<file path="config.mk">
export PLATFORM = sky130hd
export DESIGN_NAME = round_robin_task_scheduler_flat
export DESIGN_NICKNAME = d
export VERILOG_FILES = /design/src/rtl/rrts_pkg.sv /design/src/rtl/rrts_if.sv /design/src/rtl/rrts_datapath.sv /design/src/rtl/rrts_ctrl.sv /design/src/rtl/round_robin_task_scheduler.sv /design/src/flat_wrapper.sv
export SDC_FILE = /design/constraint.sdc
export NUM_CORES = 1
export LEC_CHECK = 0
export BUFFER_PORTS_ARGS = -buffer_cell sky130_fd_sc_hd__buf_2
export CAP_MARGIN = 20
export CORE_MARGIN = 5
export CORE_UTILIZATION = 57
export CTS_CLUSTER_SIZE = 12
export DETAILED_ROUTE_END_ITERATION = 10
export PLACE_DENSITY = 0.77
export SYNTH_ARGS = -nofsm -noshare
export SYNTH_HDL_FRONTEND = slang
export SYNTH_SLANG_ARGS = --single-unit
</file>
<file path="constraint.sdc">
create_clock -name clock -period 20.3 [get_ports clock]
set_input_delay 1.015 -clock clock [delete_from_list [all_inputs] [get_ports clock]]
set_output_delay 1.015 -clock clock [all_outputs]
set_load 0.01 [all_outputs]
</file>
<file path="src/rtl/rrts_pkg.sv">
// Shared types and constants for the round-robin task scheduler.
`timescale 1ns / 1ps

package rrts_pkg;

   // Default sizes
   localparam int MAX_TASKS_DEF = 256;
   localparam int NUM_CPUS_DEF  = 8;

   // Field widths of the channels
   localparam int OP_W   = 3;
   localparam int CPU_FW = 3;
   localparam int TASK_W = 8;
   localparam int CODE_W = 2;

   // Operation codes
   localparam logic [OP_W-1:0] OP_CREATE = 3'd0;
   localparam logic [OP_W-1:0] OP_SAVE   = 3'd1;
   localparam logic [OP_W-1:0] OP_SCHED  = 3'd2;
   localparam logic [OP_W-1:0] OP_BLOCK  = 3'd3;
   localparam logic [OP_W-1:0] OP_WAKE   = 3'd4;

   // Result codes
   localparam logic [CODE_W-1:0] RES_OK      = 2'd0;
   localparam logic [CODE_W-1:0] RES_FULL    = 2'd1;
   localparam logic [CODE_W-1:0] RES_NO_TASK = 2'd2;

   // Task states held in the table
   localparam logic [1:0] ST_RUNNABLE = 2'd0;
   localparam logic [1:0] ST_RUNNING  = 2'd1;
   localparam logic [1:0] ST_BLOCKED  = 2'd2;

   // Table read address sources
   localparam logic [1:0] RD_CUR       = 2'd0;
   localparam logic [1:0] RD_REQ       = 2'd1;
   localparam logic [1:0] RD_NEXT_CUR  = 2'd2;
   localparam logic [1:0] RD_NEXT_SCAN = 2'd3;

   // Table write address sources
   localparam logic [1:0] WR_COUNT = 2'd0;
   localparam logic [1:0] WR_CUR   = 2'd1;
   localparam logic [1:0] WR_REQ   = 2'd2;
   localparam logic [1:0] WR_SCAN  = 2'd3;

   // Commands from the controller to the datapath
   typedef struct packed {
      logic              load;
      logic              rd_en;
      logic [1:0]        rd_src;
      logic              wr_en;
      logic [1:0]        wr_dst;
      logic [1:0]        wr_val;
      logic              cnt_inc;
      logic              scan_init;
      logic              scan_step;
      logic              cur_hit;
      logic              cur_idle;
      logic              res_code_en;
      logic [CODE_W-1:0] res_code;
      logic              res_tid_count;
      logic              res_tid_scan;
      logic              res_idle;
      logic              rsp_load;
   } rrts_cmd_type;

   // Status from the datapath to the controller
   typedef struct packed {
      logic [OP_W-1:0] op;
      logic            cpu_ok;
      logic            cur_live;
      logic            full;
      logic            req_oob;
      logic            count_zero;
      logic            scan_last;
      logic [1:0]      rd_state;
      logic            rsp_busy;
   } rrts_status_type;

endpackage

</file>
<file path="src/rtl/rrts_if.sv">
// Request and response channel interfaces of the task scheduler.
`timescale 1ns / 1ps

interface rrts_req_if import rrts_pkg::*; ();
   logic              valid;
   logic              ready;
   logic [OP_W-1:0]   op;
   logic [CPU_FW-1:0] cpu;
   logic [TASK_W-1:0] task_req;

   modport source (output valid, output op, output cpu, output task_req, input ready);
   modport sink   (input valid, input op, input cpu, input task_req, output ready);
endinterface

interface rrts_rsp_if import rrts_pkg::*; ();
   logic              valid;
   logic              ready;
   logic [CODE_W-1:0] result_code;
   logic [TASK_W-1:0] task_id;
   logic              idle_chosen;

   modport source (output valid, output result_code, output task_id, output idle_chosen,
                   input ready);
   modport sink   (input valid, input result_code, input task_id, input idle_chosen,
                   output ready);
endinterface

</file>
<file path="src/rtl/rrts_datapath.sv">
// Datapath of the task scheduler: task table, per-CPU current task, scan pointer, result.
`timescale 1ns / 1ps

module rrts_datapath import rrts_pkg::*; #(
   parameter int MAX_TASKS = MAX_TASKS_DEF,
   parameter int NUM_CPUS  = NUM_CPUS_DEF
) (
   input  logic              clock,
   input  logic              reset,
   input  rrts_cmd_type      cmd,
   output rrts_status_type   status,
   input  logic [OP_W-1:0]   req_op,
   input  logic [CPU_FW-1:0] req_cpu,
   input  logic [TASK_W-1:0] req_task_req,
   output logic              rsp_valid,
   input  logic              rsp_ready,
   output logic [CODE_W-1:0] rsp_result_code,
   output logic [TASK_W-1:0] rsp_task_id,
   output logic              rsp_idle_chosen
);

   localparam int TW    = $clog2(MAX_TASKS);
   localparam int CW    = $clog2(MAX_TASKS + 1);
   localparam int CPU_W = (NUM_CPUS > 1) ? $clog2(NUM_CPUS) : 1;
   localparam int CMP_W = (CW > TASK_W) ? CW : TASK_W;

   // Latched item
   logic [OP_W-1:0]   op_ff;
   logic [CPU_FW-1:0] cpu_ff;
   logic [TASK_W-1:0] treq_ff;

   // Scheduler state
   logic [CW-1:0]     count_ff;
   logic [TW-1:0]     cur_idx_ff  [NUM_CPUS];
   logic              cur_idle_ff [NUM_CPUS];
   logic [TW-1:0]     scan_ptr_ff;
   logic [CW-1:0]     scan_left_ff;

   // Task table
   logic [1:0]        table_mem [MAX_TASKS];
   logic [1:0]        rd_data_ff;

   // Pending result and response register
   logic [CODE_W-1:0] res_code_ff;
   logic [TASK_W-1:0] res_tid_ff;
   logic              res_idle_ff;
   logic              rsp_valid_ff;
   logic [CODE_W-1:0] rsp_code_ff;
   logic [TASK_W-1:0] rsp_tid_ff;
   logic              rsp_idle_ff;

   logic [CPU_W-1:0]  cpu_sel;
   logic              cpu_ok;
   logic [TW-1:0]     cur_idx;
   logic              cur_idle;
   logic [CW-1:0]     cur_inc;
   logic [CW-1:0]     scan_inc;
   logic [TW-1:0]     nxt_cur;
   logic [TW-1:0]     nxt_scan;
   logic [TW-1:0]     rd_addr;
   logic [TW-1:0]     wr_addr;

   // Select the issuing CPU's current task
   assign cpu_sel  = CPU_W'(cpu_ff);
   assign cpu_ok   = 32'(cpu_ff) < 32'(NUM_CPUS);
   assign cur_idx  = cur_idx_ff[cpu_sel];
   assign cur_idle = cur_idle_ff[cpu_sel];

   // Step circularly through the created tasks
   assign cur_inc  = CW'(cur_idx) + CW'(1);
   assign scan_inc = CW'(scan_ptr_ff) + CW'(1);
   assign nxt_cur  = (cur_inc == count_ff) ? '0 : TW'(cur_inc);
   assign nxt_scan = (scan_inc == count_ff) ? '0 : TW'(scan_inc);

   // Table address selection
   always_comb begin
      case (cmd.rd_src)
         RD_CUR:       rd_addr = cur_idx;
         RD_REQ:       rd_addr = TW'(treq_ff);
         RD_NEXT_CUR:  rd_addr = nxt_cur;
         RD_NEXT_SCAN: rd_addr = nxt_scan;
         default:      rd_addr = cur_idx;
      endcase
   end

   always_comb begin
      case (cmd.wr_dst)
         WR_COUNT: wr_addr = TW'(count_ff);
         WR_CUR:   wr_addr = cur_idx;
         WR_REQ:   wr_addr = TW'(treq_ff);
         WR_SCAN:  wr_addr = scan_ptr_ff;
         default:  wr_addr = cur_idx;
      endcase
   end

   // Task table with registered read
   always_ff @(posedge clock) begin
      if (cmd.wr_en) begin
         table_mem[wr_addr] <= cmd.wr_val;
      end
      if (cmd.rd_en) begin
         rd_data_ff <= table_mem[rd_addr];
      end
   end

   // Hold the accepted item
   always_ff @(posedge clock) begin
      if (cmd.load) begin
         op_ff   <= req_op;
         cpu_ff  <= req_cpu;
         treq_ff <= req_task_req;
      end
   end

   // Task count
   always_ff @(posedge clock) begin
      if (reset) begin
         count_ff <= '0;
      end else if (cmd.cnt_inc) begin
         count_ff <= count_ff + CW'(1);
      end
   end

   // Per-CPU current task or idle mark
   always_ff @(posedge clock) begin
      if (reset) begin
         for (int c = 0; c < NUM_CPUS; c++) begin
            cur_idx_ff[c]  <= '0;
            cur_idle_ff[c] <= 1'b1;
         end
      end else if (cmd.cur_hit) begin
         cur_idx_ff[cpu_sel]  <= scan_ptr_ff;
         cur_idle_ff[cpu_sel] <= 1'b0;
      end else if (cmd.cur_idle) begin
         cur_idx_ff[cpu_sel]  <= '0;
         cur_idle_ff[cpu_sel] <= 1'b1;
      end
   end

   // Scan pointer tracks the entry whose state is in rd_data_ff
   always_ff @(posedge clock) begin
      if (cmd.scan_init) begin
         scan_ptr_ff  <= nxt_cur;
         scan_left_ff <= count_ff;
      end else if (cmd.scan_step) begin
         scan_ptr_ff  <= nxt_scan;
         scan_left_ff <= scan_left_ff - CW'(1);
      end
   end

   // Gather the result while the item is worked on
   always_ff @(posedge clock) begin
      if (cmd.load) begin
         res_code_ff <= RES_OK;
         res_tid_ff  <= '0;
         res_idle_ff <= 1'b0;
      end else begin
         if (cmd.res_code_en) begin
            res_code_ff <= cmd.res_code;
         end
         if (cmd.res_tid_count) begin
            res_tid_ff <= TASK_W'(count_ff);
         end else if (cmd.res_tid_scan) begin
            res_tid_ff <= TASK_W'(scan_ptr_ff);
         end
         if (cmd.res_idle) begin
            res_idle_ff <= 1'b1;
         end
      end
   end

   // Response register
   always_ff @(posedge clock) begin
      if (reset) begin
         rsp_valid_ff <= 1'b0;
      end else if (cmd.rsp_load) begin
         rsp_valid_ff <= 1'b1;
      end else if (rsp_ready) begin
         rsp_valid_ff <= 1'b0;
      end
   end

   always_ff @(posedge clock) begin
      if (cmd.rsp_load) begin
         rsp_code_ff <= res_code_ff;
         rsp_tid_ff  <= res_tid_ff;
         rsp_idle_ff <= res_idle_ff;
      end
   end

   assign rsp_valid       = rsp_valid_ff;
   assign rsp_result_code = rsp_code_ff;
   assign rsp_task_id     = rsp_tid_ff;
   assign rsp_idle_chosen = rsp_idle_ff;

   // Status back to the controller
   assign status.op         = op_ff;
   assign status.cpu_ok     = cpu_ok;
   assign status.cur_live   = !cur_idle && (CW'(cur_idx) < count_ff);
   assign status.full       = count_ff >= CW'(MAX_TASKS);
   assign status.req_oob    = CMP_W'(treq_ff) >= CMP_W'(count_ff);
   assign status.count_zero = count_ff == '0;
   assign status.scan_last  = scan_left_ff == CW'(1);
   assign status.rd_state   = rd_data_ff;
   assign status.rsp_busy   = rsp_valid_ff && !rsp_ready;

endmodule

</file>
<file path="src/rtl/rrts_ctrl.sv">
// Controller state machine of the task scheduler.
`timescale 1ns / 1ps

module rrts_ctrl import rrts_pkg::*; (
   input  logic            clock,
   input  logic            reset,
   input  logic            req_valid,
   output logic            req_ready,
   input  rrts_status_type status,
   output rrts_cmd_type    cmd
);

   localparam logic [2:0] S_IDLE = 3'd0;
   localparam logic [2:0] S_EXEC = 3'd1;
   localparam logic [2:0] S_SAVE = 3'd2;
   localparam logic [2:0] S_WAKE = 3'd3;
   localparam logic [2:0] S_SCAN = 3'd4;
   localparam logic [2:0] S_RESP = 3'd5;

   logic [2:0] state_ff;
   logic [2:0] state_in;

   always_ff @(posedge clock) begin
      if (reset) begin
         state_ff <= S_IDLE;
      end else begin
         state_ff <= state_in;
      end
   end

   assign req_ready = (state_ff == S_IDLE);

   // Sequence one item at a time
   always_comb begin
      cmd      = '0;
      state_in = state_ff;
      case (state_ff)
         S_IDLE: begin
            if (req_valid) begin
               cmd.load = 1'b1;
               state_in = S_EXEC;
            end
         end

         S_EXEC: begin
            state_in = S_RESP;
            case (status.op)
               OP_CREATE: begin
                  if (status.full) begin
                     cmd.res_code_en = 1'b1;
                     cmd.res_code    = RES_FULL;
                  end else begin
                     cmd.wr_en         = 1'b1;
                     cmd.wr_dst        = WR_COUNT;
                     cmd.wr_val        = ST_RUNNABLE;
                     cmd.res_tid_count = 1'b1;
                     cmd.cnt_inc       = 1'b1;
                  end
               end
               OP_SAVE: begin
                  if (status.cpu_ok && status.cur_live) begin
                     cmd.rd_en  = 1'b1;
                     cmd.rd_src = RD_CUR;
                     state_in   = S_SAVE;
                  end
               end
               OP_SCHED: begin
                  if (status.cpu_ok) begin
                     if (status.count_zero) begin
                        cmd.cur_idle = 1'b1;
                        cmd.res_idle = 1'b1;
                     end else begin
                        cmd.scan_init = 1'b1;
                        cmd.rd_en     = 1'b1;
                        cmd.rd_src    = RD_NEXT_CUR;
                        state_in      = S_SCAN;
                     end
                  end
               end
               OP_BLOCK: begin
                  if (status.cpu_ok && status.cur_live) begin
                     cmd.wr_en  = 1'b1;
                     cmd.wr_dst = WR_CUR;
                     cmd.wr_val = ST_BLOCKED;
                  end
               end
               OP_WAKE: begin
                  if (status.req_oob) begin
                     cmd.res_code_en = 1'b1;
                     cmd.res_code    = RES_NO_TASK;
                  end else begin
                     cmd.rd_en  = 1'b1;
                     cmd.rd_src = RD_REQ;
                     state_in   = S_WAKE;
                  end
               end
               default: begin
                  state_in = S_RESP;
               end
            endcase
         end

         // Release the current task unless it is blocked
         S_SAVE: begin
            if (status.rd_state != ST_BLOCKED) begin
               cmd.wr_en  = 1'b1;
               cmd.wr_dst = WR_CUR;
               cmd.wr_val = ST_RUNNABLE;
            end
            state_in = S_RESP;
         end

         // Wake only a blocked task
         S_WAKE: begin
            if (status.rd_state == ST_BLOCKED) begin
               cmd.wr_en  = 1'b1;
               cmd.wr_dst = WR_REQ;
               cmd.wr_val = ST_RUNNABLE;
            end
            state_in = S_RESP;
         end

         // Check one entry per cycle while the next read is issued
         S_SCAN: begin
            if (status.rd_state == ST_RUNNABLE) begin
               cmd.wr_en        = 1'b1;
               cmd.wr_dst       = WR_SCAN;
               cmd.wr_val       = ST_RUNNING;
               cmd.cur_hit      = 1'b1;
               cmd.res_tid_scan = 1'b1;
               state_in         = S_RESP;
            end else if (status.scan_last) begin
               cmd.cur_idle = 1'b1;
               cmd.res_idle = 1'b1;
               state_in     = S_RESP;
            end else begin
               cmd.scan_step = 1'b1;
               cmd.rd_en     = 1'b1;
               cmd.rd_src    = RD_NEXT_SCAN;
            end
         end

         // Hand the result over once the response register is free
         S_RESP: begin
            if (!status.rsp_busy) begin
               cmd.rsp_load = 1'b1;
               state_in     = S_IDLE;
            end
         end

         default: begin
            state_in = S_IDLE;
         end
      endcase
   end

endmodule

</file>
<file path="src/rtl/round_robin_task_scheduler.sv">
// From accept to response valid: create, block, no-op and out-of-range wake go from the execute
// state to the response state; save of a live task and in-range wake add a table read; schedule
// scans from none to all of the created entries, one a cycle through the table's single read port.
// Throughput: one item at a time; the next is taken the cycle after the response loads.
// Synchronous reset clears the task count, marks every CPU idle and empties the response
// register; table contents are not cleared and need no clearing pass.
`timescale 1ns / 1ps

module round_robin_task_scheduler import rrts_pkg::*; #(
   parameter int MAX_TASKS = MAX_TASKS_DEF,
   parameter int NUM_CPUS  = NUM_CPUS_DEF
) (
   input logic       clock,
   input logic       reset,
   rrts_req_if.sink  req_chan,
   rrts_rsp_if.source rsp_chan
);

   rrts_cmd_type    cmd;
   rrts_status_type status;

   rrts_ctrl u_ctrl (
      .clock     (clock),
      .reset     (reset),
      .req_valid (req_chan.valid),
      .req_ready (req_chan.ready),
      .status    (status),
      .cmd       (cmd)
   );

   rrts_datapath #(
      .MAX_TASKS (MAX_TASKS),
      .NUM_CPUS  (NUM_CPUS)
   ) u_datapath (
      .clock           (clock),
      .reset           (reset),
      .cmd             (cmd),
      .status          (status),
      .req_op          (req_chan.op),
      .req_cpu         (req_chan.cpu),
      .req_task_req    (req_chan.task_req),
      .rsp_valid       (rsp_chan.valid),
      .rsp_ready       (rsp_chan.ready),
      .rsp_result_code (rsp_chan.result_code),
      .rsp_task_id     (rsp_chan.task_id),
      .rsp_idle_chosen (rsp_chan.idle_chosen)
   );

endmodule

</file>
<file path="src/flat_wrapper.sv">
// flat-port wrapper written by rule: the top's interface ports become plain ports
module round_robin_task_scheduler_flat import rrts_pkg::*;
#(
   parameter int MAX_TASKS = MAX_TASKS_DEF,
   parameter int NUM_CPUS  = NUM_CPUS_DEF
)
  (clock, reset, req_chan_valid, req_chan_op, req_chan_cpu, req_chan_task_req, req_chan_ready, rsp_chan_valid, rsp_chan_result_code, rsp_chan_task_id, rsp_chan_idle_chosen, rsp_chan_ready);
  rrts_req_if req_chan_i ();
  rrts_rsp_if rsp_chan_i ();
  input logic clock;
  input logic reset;
  input wire logic [$bits(req_chan_i.valid)-1:0] req_chan_valid;
  input wire logic [$bits(req_chan_i.op)-1:0] req_chan_op;
  input wire logic [$bits(req_chan_i.cpu)-1:0] req_chan_cpu;
  input wire logic [$bits(req_chan_i.task_req)-1:0] req_chan_task_req;
  output wire logic [$bits(req_chan_i.ready)-1:0] req_chan_ready;
  output wire logic [$bits(rsp_chan_i.valid)-1:0] rsp_chan_valid;
  output wire logic [$bits(rsp_chan_i.result_code)-1:0] rsp_chan_result_code;
  output wire logic [$bits(rsp_chan_i.task_id)-1:0] rsp_chan_task_id;
  output wire logic [$bits(rsp_chan_i.idle_chosen)-1:0] rsp_chan_idle_chosen;
  input wire logic [$bits(rsp_chan_i.ready)-1:0] rsp_chan_ready;
  assign req_chan_i.valid = req_chan_valid;
  assign req_chan_i.op = req_chan_op;
  assign req_chan_i.cpu = req_chan_cpu;
  assign req_chan_i.task_req = req_chan_task_req;
  assign req_chan_ready = req_chan_i.ready;
  assign rsp_chan_valid = rsp_chan_i.valid;
  assign rsp_chan_result_code = rsp_chan_i.result_code;
  assign rsp_chan_task_id = rsp_chan_i.task_id;
  assign rsp_chan_idle_chosen = rsp_chan_i.idle_chosen;
  assign rsp_chan_i.ready = rsp_chan_ready;
  round_robin_task_scheduler #(.MAX_TASKS(MAX_TASKS), .NUM_CPUS(NUM_CPUS)) u_core (.clock(clock), .reset(reset), .req_chan(req_chan_i), .rsp_chan(rsp_chan_i));
endmodule
</file>
==> flow_summary.toml <==
[outcome]
status = "completed"

[global_routing]
grtUsageTotal = 0.290
grt_first_pass_wirelength_um = 129000
grt_max_degree = 257
overflow = 0
grt_pass1_vias = 21475
antenna_found_initial = 2

[drt]
wirelength_um = 84800
drtAntennaViolNets = 0
drt-initial-drc-count = 3081
post_drt_wl_per_cell_um = 26.7
via_per_inst = 6.89
first_pass_iters = 6
vias = 21845
drc = 0

[power]
pwr-share-seq = 0.383
cellPowerDensity_nw_per_um2 = 124
ir_drop_mv = 0.135
internal_power_mw = 2.60
switching_share = 0.365
leakagePower_nw = 10.4
comb_power_share = 0.331
power_switching_mw = 1.49
p_clk_frac = 0.287

[timing]
setup-tns-final_ns = 0
maxSlewHeadroom = 0.103
holdWs_ns = 0.437
finalMaxSlewViolations = 0
fmax_ghz = 0.133
rsz0062_at_grt = "false"
finalClockSkew_ns = 0.0323
post-route-period-util = 0.370
finalWorstSetupSlack_ns = 12.78
fin_crit_ns = 7.52
tightest_slew_ns = 1.35
hold_viol = 0
setup_viol = 0

[clock_network]
clkTransAtPathRegs_ns = 0.06
post_cts_resize_count = 0
cts.path.max_buffers = 3
post-cts-setup-buffers = 0
clock-sinks = 655
cts-htree-levels = 3
cts_tree = "done"
cts_root_buffer = "clkbuf_16"
cts-buffers-inserted = 70
insertion_delay_ns = 0.63
cts_hold_buf = 0

[job]
maxCapViolCount = 0

[cells_and_area]
drive_gt1_frac = 0.0959
fillerInstances = 3966
design_area_sq_um = 33000
area_growth_pct = 8.46
multi_input_area_sq_um = 10100
seq_area_sq_um = 19300
antenna_cells = 0
final_nets = 2475

[logic_synthesis]
ys_types = 88
synth_top_area_cell = "edfxtp_1"
synth_edf_count = 620
synth_area_sq_um = 30400
netlist_top_cells_count = "edfxtp_1 (620), nand2_1 (332), nor3_1 (233)"
synth-seq-cells = 655
syn_inst = 2488
synth_nets = 2528
synth.most_common_cell = "edfxtp_1"
yosysSeqAreaShare = 0.636
synthFlopType = "edfxtp_1"
async_flop_share = 0
ys_warn_count = 0
syn_area_per_cell_sq_um = 12.2
synthTopCellsByArea = "edfxtp_1 (61%), nand2_1 (4.1%), nor3_1 (3.8%), a21oi_1 (3.0%), dfxtp_1 (2.3%)"
post-synth-top-area-fraction = 0.613

[worst_setup_path]
end_kind = "register"
path_max_fanout = 140
critPathRequiredTime_ns = 20.62
arrival_ns = 7.84
crit_path_start_kind = "register"
criticalPathCategory = "reg -> reg"

[placed_design]
dpl_cell_area_sq_um = 30900
port_buffers = 30
pre_cts_ws_ns = 13.10
gp_congestion = 0.966
place_hpwl_um = 49900

[floorplanning]
die_x_um = 241
coreArea_sq_um = 52700
die_y_um = 241
ioPinCount = 31
dieArea_sq_um = 58000
rows = 84
start_util = 0.577

[min_path]
hp-class = "reg -> reg"
==> kinds of logic (layout without fill, tap and decap cells) <==
kind of cell / count (synthesis) / in the layout / share of synthesized area
multiplexers: 103 / 103 / 0.0453
XOR/XNOR: 39 / 39 / 0.0128
adder cells (fa/ha/maj): 22 / 22 / 0.00906
buffers and inverters: 225 / 218 / 0.0341
AO/OA/AOI/OAI: 498 / 498 / 0.111
AND/OR/NAND/NOR: 946 / 946 / 0.152
flip-flops: 655 / 655 / 0.636
==> placed cells by master, fill, tap and decap left out, drive strengths merged, types with 19 or more instances in the layout <==
cell    synthesis  routed
clkbuf        114      93
nor3          234     234
ha             22      22
buf            80      69
nand3          75      75
dfxtp          35      35
a221oi         21      21
mux4           24      24
a211oi         24      24
edfxtp        620     620
nand4          39      39
a22oi          33      33
nand2         333     333
o22ai          23      23
nor4           47      47
a31oi          20      20
o21ai          40      40
xnor2          26      26
inv            28      30
o211ai         19      19
a22o           20      20
a21oi         181     181
mux2           21      21
mux2i          58      58
and2           76      76
nor2           73      73
clkinv          3      26
==> final timing paths <==
check | slack (ns) | endpoint | cells after the start | startpoint
setup / recovery | 12.78 | u_core.u_datapath.rd_data_ff[1] | 18 | register
hold / removal | 0.44 | u_core.u_datapath.rsp_task_id[7] | 0 | u_core.u_datapath.res_tid_ff[7]
setup reg to reg | 12.78 | u_core.u_datapath.rd_data_ff[1] | 18 | register
hold reg to reg | 0.44 | u_core.u_datapath.rsp_task_id[7] | 0 | u_core.u_datapath.res_tid_ff[7]
==> cell type report <==
type	instances	area share
clock buffer	93	0.0570
clock inverter	25	0.00550
inverter	31	0.00368
multi-input combinational	1608	0.306
sequential	655	0.586
tap	688	0.0261
timing repair buffer	69	0.0153
==> per-stage QoR <==
stage                util  total power [mW]  std cells
CTS                 0.626              4.05       3168
global placement    0.586              2.87       3048
floorplan               -              2.50       2488
finish              0.626              4.09       3169
global route        0.626              4.24       3169
detailed placement  0.586              2.89       3050
==> state kept, by name, summed over array words and instances (netlist names), named ones only <==
register / flops
u_core.u_datapath.cur_idle_ff: 8
u_core.u_datapath.res_code_ff: 2
u_core.u_datapath.rsp_idle_chosen: 1
u_core.u_datapath.rd_data_ff: 2
u_core.u_datapath.cur_idx_ff: 64
u_core.u_datapath.scan_left_ff: 9
u_core.u_datapath.res_idle_ff: 1
u_core.u_datapath.res_tid_ff: 8
u_core.u_datapath.rsp_valid: 1
u_core.u_datapath.scan_ptr_ff: 8
u_core.u_datapath.rsp_result_code: 2
u_core.u_datapath.cpu_ff: 3
u_core.u_datapath.table_mem: 512
u_core.u_datapath.rsp_task_id: 8
u_core.u_datapath.count_ff: 9
u_core.u_datapath.op_ff: 3
u_core.u_datapath.treq_ff: 8
u_core.u_ctrl.state_ff: 3
==> layer usage <==
layer	global-route usage	wire, um	vias up
li1	-	-	9450
met1	0.403	32700	10787
met2	0.444	38700	1369
met3	0.0739	9860	237
met4	0.119	3440	2
met5	0	17	-
==> worst max-delay path: stages (launching register included) <==
cell       delay (ns)
dfxtp_1          0.91
mux4_2           0.59
mux2i_1          0.53
inv_1            0.10
ha_1             0.30
and4_1           0.21
o211a_2          0.30
xnor2_1          0.17
a2111oi_4        0.42
and4_4           0.42
o21ai_4          0.09
buf_12           0.22
buf_4            0.54
nor2_1           0.63
nand3_1          0.15
a31oi_1          0.24
nor3_1           0.08
nor4_1           0.81
nor4_1           0.22
==> power groups by stage <==
stage	Clock (mW)	Sequential, mW	Combinational (mW)
2_1_floorplan	0	1.57	0.928
3_3_place_gp	0	1.59	1.28
3_5_place_dp	0	1.59	1.30
4_1_cts	1.18	1.56	1.31
5_1_grt	1.24	1.57	1.43
6_report	1.17	1.56	1.35
(Power assumes the default switching activity.)
